--- config.mk ---
export PLATFORM = sky130hd
export DESIGN_NAME = tbf_front
export DESIGN_NICKNAME = d
export VERILOG_FILES = /design/src/rtl/tbf_pkg.sv /design/src/rtl/tbf_front.sv
export SDC_FILE = /design/constraint.sdc
export NUM_CORES = 1
export LEC_CHECK = 0
export BUFFER_PORTS_ARGS = -buffer_cell sky130_fd_sc_hd__buf_2
export CAP_MARGIN = 20
export CORE_MARGIN = 2
export CORE_UTILIZATION = 36
export DETAILED_ROUTE_END_ITERATION = 8
export HOLD_SLACK_MARGIN = 0.15
export PLACE_DENSITY_LB_ADDON = 0.12
export SYNTH_ARGS = -nofsm -noshare
export SYNTH_HDL_FRONTEND = slang
export SYNTH_SLANG_ARGS = --single-unit
--- constraint.sdc ---
create_clock -name aclk -period 7.1 [get_ports aclk]
set_input_delay 0.355 -clock aclk [delete_from_list [all_inputs] [get_ports aclk]]
set_output_delay 0.355 -clock aclk [all_outputs]
set_load 0.02 [all_outputs]
--- src/rtl/tbf_pkg.sv ---
// Package for the tiled 4bpp blit and fill engine.
// Shared types, constants and address helper; no dependencies.
package tbf_pkg;
    localparam int MEM_BYTES = 32768;
    localparam int AW = $clog2(MEM_BYTES);
    localparam int CW = 10;

    localparam logic [1:0] MODE_WR   = 2'd0;
    localparam logic [1:0] MODE_RD   = 2'd1;
    localparam logic [1:0] MODE_COPY = 2'd2;
    localparam logic [1:0] MODE_FILL = 2'd3;

    localparam logic [2:0] REG_SRC_BASE   = 3'd0;
    localparam logic [2:0] REG_SRC_WIDTH  = 3'd1;
    localparam logic [2:0] REG_DST_BASE   = 3'd2;
    localparam logic [2:0] REG_DST_WIDTH  = 3'd3;
    localparam logic [2:0] REG_DST_HEIGHT = 3'd4;

    localparam logic [7:0] KEY_OFF = 8'hFF;

    typedef struct packed {
        logic [1:0]    mode;
        logic [AW-1:0] addr;
        logic [7:0]    wdata;
        logic [CW-1:0] sx;
        logic [CW-1:0] sy;
        logic [CW-1:0] dx;
        logic [CW-1:0] dy;
        logic [CW-1:0] cols;
        logic [CW-1:0] rows;
        logic [7:0]    key;
        logic [3:0]    fill;
    } cmd_t;

    function automatic logic [CW-1:0] clip(input logic [CW-1:0] len,
                                           input logic [CW-1:0] start,
                                           input logic [CW-1:0] limit);
        logic [CW-1:0] avail;
        avail = limit - start;
        if (start >= limit) return '0;
        return (len < avail) ? len : avail;
    endfunction

    // stride in tiles, times 32 bytes per tile row
    function automatic logic [CW-1:0] stride(input logic [CW-1:0] w);
        logic [CW:0] s;
        s = ({1'b0, w} + {8'd0, w[2:0]}) >> 3;
        return s[CW-1:0];
    endfunction
endpackage

--- src/rtl/tbf_front.sv ---
// Front end: accepts commands, clips rectangles, pushes them to a queue.
// Depends on tbf_pkg.
module tbf_front (
    input  logic                     aclk,
    input  logic                     aresetn,
    input  logic                     s_valid,
    output logic                     s_ready,
    input  logic [1:0]               s_mode,
    input  logic [tbf_pkg::AW-1:0]   s_mem_addr,
    input  logic [7:0]               s_mem_wdata,
    input  logic [tbf_pkg::CW-1:0]   s_src_x,
    input  logic [tbf_pkg::CW-1:0]   s_src_y,
    input  logic [tbf_pkg::CW-1:0]   s_dst_x,
    input  logic [tbf_pkg::CW-1:0]   s_dst_y,
    input  logic [tbf_pkg::CW-1:0]   s_rect_width,
    input  logic [tbf_pkg::CW-1:0]   s_rect_height,
    input  logic [7:0]               s_color_key,
    input  logic [7:0]               s_fill_value,
    input  logic [tbf_pkg::CW-1:0]   dst_width,
    input  logic [tbf_pkg::CW-1:0]   dst_height,
    output logic                     q_valid,
    input  logic                     q_ready,
    output tbf_pkg::cmd_t            q_cmd
);
    tbf_pkg::cmd_t q_reg [2];
    logic [1:0] cnt_reg, cnt_next;
    logic       rp_reg, wp_reg;
    tbf_pkg::cmd_t c;
    logic push, pop;

    assign s_ready = (cnt_reg != 2'd2);
    assign push    = s_valid && s_ready;
    assign q_valid = (cnt_reg != 2'd0);
    assign pop     = q_valid && q_ready;
    assign q_cmd   = q_reg[rp_reg];

    always_comb begin
        c.mode  = s_mode;
        c.addr  = s_mem_addr;
        c.wdata = s_mem_wdata;
        c.sx    = s_src_x;
        c.sy    = s_src_y;
        c.dx    = s_dst_x;
        c.dy    = s_dst_y;
        c.key   = s_color_key;
        c.fill  = s_fill_value[3:0];
        c.cols  = '0;
        c.rows  = '0;
        if (s_mode[1]) begin
            c.cols = tbf_pkg::clip(s_rect_width, s_dst_x, dst_width);
            c.rows = tbf_pkg::clip(s_rect_height, s_dst_y, dst_height);
        end
        cnt_next = cnt_reg + {1'b0, push} - {1'b0, pop};
    end

    always_ff @(posedge aclk) begin
        if (push) q_reg[wp_reg] <= c;
        if (!aresetn) begin
            cnt_reg <= '0;
            rp_reg  <= 1'b0;
            wp_reg  <= 1'b0;
        end else begin
            cnt_reg <= cnt_next;
            if (push) wp_reg <= ~wp_reg;
            if (pop)  rp_reg <= ~rp_reg;
        end
    end

    a_no_over: assert property (@(posedge aclk) disable iff (!aresetn)
        cnt_reg == 2'd2 |-> !s_ready) else $error("queue overflow");
    a_cnt: assert property (@(posedge aclk) disable iff (!aresetn)
        cnt_reg <= 2'd2) else $error("bad count");
    a_pop: assert property (@(posedge aclk) disable iff (!aresetn)
        q_valid |-> cnt_reg != 2'd0) else $error("pop empty");
endmodule

# After elaboration in Yosys (flattened, before gate mapping)
# Memories as Yosys holds them, arrays and structs flattened. A register that Yosys moved wholly into a read port is not among the register bits.
# Cells that the tools add are included.
# W data, S select, Z words.
classes:
  add_sub_neg: 4
  order_cmp: 4
  n_eq_ne: 1
  n_mux: 15
  bitwise: 2
  reduce_logical: 3
op_table:
  columns: ["cell", "count"]
  rows:
  - ["$mux W10", 6]
  - ["$ge A10 B10 Y1", 2]
  - ["$lt A10 B10 Y1", 2]
  - ["$mux W20", 1]
  - ["$sub A10 B10 Y10", 2]
  - ["$mux W1", 8]
  - ["$add A2 B1 Y2", 1]
  - ["$logic_and A1 B1 Y1", 2]
  - ["$ne A2 B2 Y1 const B", 1]
  - ["$not A1 Y1", 2]
  - ["$reduce_bool A2 Y1", 1]
  - ["$sub A2 B1 Y2", 1]
totals:
  ff_bits: 4
  ramBits: 194
  out_inout_bits: 99
  word_cells: 33
  memories: 1
mem_list:
  columns: ["memory", "depth", "width", "rd", "rd_clocked_by_memory_dff", "write_ports", "line", "source"]
  rows:
  - ["q_reg", 2, 97, 1, 1, 1, "tbf_front.sv:25", "tbf_pkg::cmd_t q_reg [2];"]

# Longest topological paths before layout
logic_depth:
  depth_word: 5
  mapped_depth: 16
  mapped_depth_nobuf: 15

# Least setup slack after synthesis
# No wires, ideal clock.
synth_path:
  kind: "reg2reg"
  from: "register cnt_reg[0]"
  to: "memory q_reg[0][0] (netlist name), enable pin"
  setup_time_ns: 0.555
  arrival_time_ns: 4.773
  t_required_ns: 6.545
  setup_slack_ns: 1.772
  stages_incl_launch_ff: 4
  cell_sequence: "dfxtp_1 > nand2b_1 > nand2_1 > nor2_1"
synth_via:
  elab_chain_len: 4
synth_lines:
  columns: ["item", "line", "source"]
  rows:
  - ["start: declaration", "tbf_front.sv:26", "logic [1:0] cnt_reg, cnt_next;"]
  - ["start signal: assignment", "tbf_front.sv:63", "cnt_reg <= cnt_next;"]
  - ["$ne A2 B2 Y1", "tbf_front.sv:31", "assign s_ready = (cnt_reg != 2'd2);"]
  - ["named net s_ready", "tbf_front.sv:7", "output logic s_ready,"]
  - ["$logic_and A1 B1 Y1", "tbf_front.sv:32", "assign push = s_valid && s_ready;"]
  - ["$mux W1", "tbf_front.sv:57", "if (push) q_reg[wp_reg] <= c;"]
  - ["$mux W1 (implied by the code)", "tbf_front.sv:57", null]
  - ["end: declaration", "tbf_front.sv:25", null]
# The timed path passes the listed nets, and every way through them passes these cells.

==> flow_metrics.env <==
export IMPL_path_class="in -> reg"
export IMPL_gp_congestion=0.8376
export IMPL_drv_cap=0
export IMPL_dr_pass1_iters=4
export IMPL_async_reset_ff_share_pct=0
export IMPL_drive_above_1_share_pct=41.35
export IMPL_cp_slowest_stage_delay_ps=540
export IMPL_nets=1057
export IMPL_rrSetupSlack_ps=4820
export IMPL_hold_path_class="in -> reg"
export IMPL_cts_root_buf="clkbuf_16"
export IMPL_finClkSkew_ps=8.352
export IMPL_reg2reg_to="q_reg[1][62]$_DFFE_PP_"
export IMPL_ys_warn_count=0
export IMPL_tightest_slew_ps=746.1
export IMPL_holdPathStages=1
export IMPL_ys_dominant_reg_cell="edfxtp_1"
export IMPL_numPortBuffers=219
export IMPL_grt_usage_pct=14.75
export IMPL_critPathTopFamily="simple AND/OR/NAND/NOR gates"
export IMPL_clk_latency_ps=420
export IMPL_drtIter0Drc=245
export IMPL_timing_final_max_slew_violations=0
export IMPL_drc=0
export IMPL_worstPathCellList="dlygate4sd3_1 -> buf_2 -> inv_1 -> ha_1 -> nand3_1 -> o21bai_1 -> nand3_1 -> or3_1 -> and3_1 -> ha_1 -> a21o_1 -> a21oi_1 -> nand2_1 -> o221ai_2 -> mux2_2 -> nor2_1"
export IMPL_overflow=0
export IMPL_die_h_um=162.3
export IMPL_cts_tree="built"
export IMPL_start_util_pct=36.86
export IMPL_irDropWorstVdd_uv=148.4
export IMPL_cp_start_kind="input port"
export IMPL_grt_antenna_before_repair=0
export IMPL_synth_top_family_by_area="multiplexers"
export IMPL_leakage_nw=4.702
export IMPL_dieArea_um2=26330
export IMPL_routed_wl_mm=19.46
export IMPL_yosys_cell_types_count=49
export IMPL_final_cells=1226
export IMPL_final_cell_mix="219 x buf_2, 194 x edfxtp_1, 101 x mux2_2"
export IMPL_dieWidth_um=162.3
export IMPL_critPathSlowestCell="o221ai_2"
export IMPL_via_per_inst=4.723
export IMPL_design_core_area_um2=24460
export IMPL_synth_simple_area_share_pct=6.231
export IMPL_finalPower_mw=3.562
export IMPL_slew_headroom_pct=50.10
export IMPL_syn_cell_area_um2=9016
export IMPL_area_delta_synth_final_pct=31.31
export IMPL_htreeDepth=4
export IMPL_period_share_pct=58.25
export IMPL_crit_required_ps=7360
export IMPL_cp_max_fo=16
export IMPL_synthMuxAreaShare_pct=13.28
export IMPL_cts_made_buffers=17
export IMPL_grt_pass1_vias=5952
export IMPL_cts_sinks=199
export IMPL_pin_count=224
export IMPL_seq_area_frac_synth_pct=65.72
export IMPL_grt_pass1_wl_mm=30.31
export IMPL_dp_cells=1120
export IMPL_r2r_cells=3
export IMPL_cp_num_buf_inv=3
export IMPL_rr_startpoint="cnt_reg[0]$_SDFF_PN0_"
export IMPL_final_common_cell="buf_2"
export IMPL_antenna_left=0
export IMPL_ys_ff_latch=199
export IMPL_fmax_mhz=241.8
export IMPL_avgSynthCellArea_um2=15.36
export IMPL_hold_end="q_reg[0][33]$_DFFE_PP_"
export IMPL_clockBufferDepth=2
export IMPL_final_cell_area_um2=11840
export IMPL_synthAdderAreaFrac_pct=5.995
export IMPL_setup_tns_ps=0
export IMPL_antenna_cells=0
export IMPL_critical_path_arrival_ps=4390
export IMPL_startpoint="s_dst_y[4]"
export IMPL_synth_xor_area_share_pct=1.263
export IMPL_grt_max_degree=53
export IMPL_avgRoutedWirePerCell_um=15.87
export IMPL_synthCells=587
export IMPL_finalHoldViolations=0
export IMPL_fin_crit_ps=4136
export IMPL_num_vias=5790
export IMPL_largest_register_ffs=194
export IMPL_dpl_cell_area_um2=10500
export IMPL_hold_slack_ps=196.3
export IMPL_synth_net_count=754
export IMPL_end_kind="flip-flop"
export IMPL_powerDensity_nw_per_um2=300.9
export IMPL_clk_pin_slew_ps=70
export IMPL_synth_compound_area_share_pct=5.371
export IMPL_rsz0062_at_grt="no"
export IMPL_status="complete, no violations"
export IMPL_setup_viol=0
export IMPL_place_hpwl_mm=13.24
export IMPL_hold_start="s_dst_y[1]"
export IMPL_fp_row_count=57
export IMPL_synth_edf_count=194
==> metal layers <==
layer | GRT usage, % | share of wire [%]
met5 | 0 | 0
met4 | 3.821 | 0.97
met3 | 3.830 | 5.9
met2 | 24.89 | 48
met1 | 18.97 | 45
==> report_power, final <==
part / internal [mW] / leakage, nW / switching, mW
Combinational: 0.460 / 2.55 / 0.621
Sequential: 1.46 / 1.87 / 0.0665
Clock: 0.472 / 0.285 / 0.478
Total: 2.40 / 4.70 / 1.17
==> through the flow <==
| stage | setup WS, ps | util, % |
|---|---|---|
| after floorplan | 1772 | - |
| after global placement | 3160 | 42.93 |
| after detailed placement | 3054 | 42.93 |
| after CTS | 2948 | 48.40 |
| after global routing | 2668 | 48.40 |
| final | 2964 | 48.40 |
==> layout make-up <==
type                       count  area [µm²]
fill                        2167       12620
sequential                   199        5929
multi-input combinational    339        2910
timing repair buffer         298        1877
clock buffer                  17       425.4
tap                          324       405.4
clock inverter                14       160.2
inverter                      35       131.4
==> worst register-to-register path, stage by stage, from the launching register on <==
cell	delay [ps]
dfxtp_1	340
nand2b_1	140
and3_4	660
buf_4	720
==> Yosys cell counts (4+ instances only) <==
library cell  count  share of area (%)
and2_1            5               0.35
ha_1             40                5.6
buf_2             4               0.22
a21oi_1          27                1.5
xnor2_1           9               0.87
mux2_2          101                 13
mux2i_1           6               0.67
a21o_1            6               0.50
or2_2             8               0.56
o21ai_0          10               0.56
o21a_1            5               0.42
nand2_1          21               0.87
nand3_1          12               0.67
nor3_1            4               0.22
nand2b_1          9               0.62
xor2_1            4               0.39
dfxtp_1           5                1.1
nor2b_1          14               0.97
clkbuf_1          9               0.37
inv_1            35                1.5
nor2_1           19               0.79
edfxtp_1        194                 65
==> worst max-delay path by stage <==
stage	end	slack (ps)	cells after the start
global placement	q_reg[0][23]$_DFFE_PP_	3160	14
CTS	q_reg[0][15]$_DFFE_PP_	2950	16
detailed placement	q_reg[1][15]$_DFFE_PP_	3050	15
global route	q_reg[1][28]$_DFFE_PP_	2670	15
finish	q_reg[0][15]$_DFFE_PP_	2960	16
floorplan	q_reg[0][0]$_DFFE_PP_	1770	3
==> timing repair <==
item	CTS	global route
endpoints found under the hold margin	150	0
gates resized for setup	0	0
setup buffers	0	0
hold buffers	75	0
==> logic make-up after synthesis <==
family          count (synthesis)
buf+inv                        49
flops                         199
xor+xnor                       13
mux                           107
fa+ha+maj                      42
simple gates                  107
compound gates                 70
Note: power is estimated with default switching activity, not from simulation.
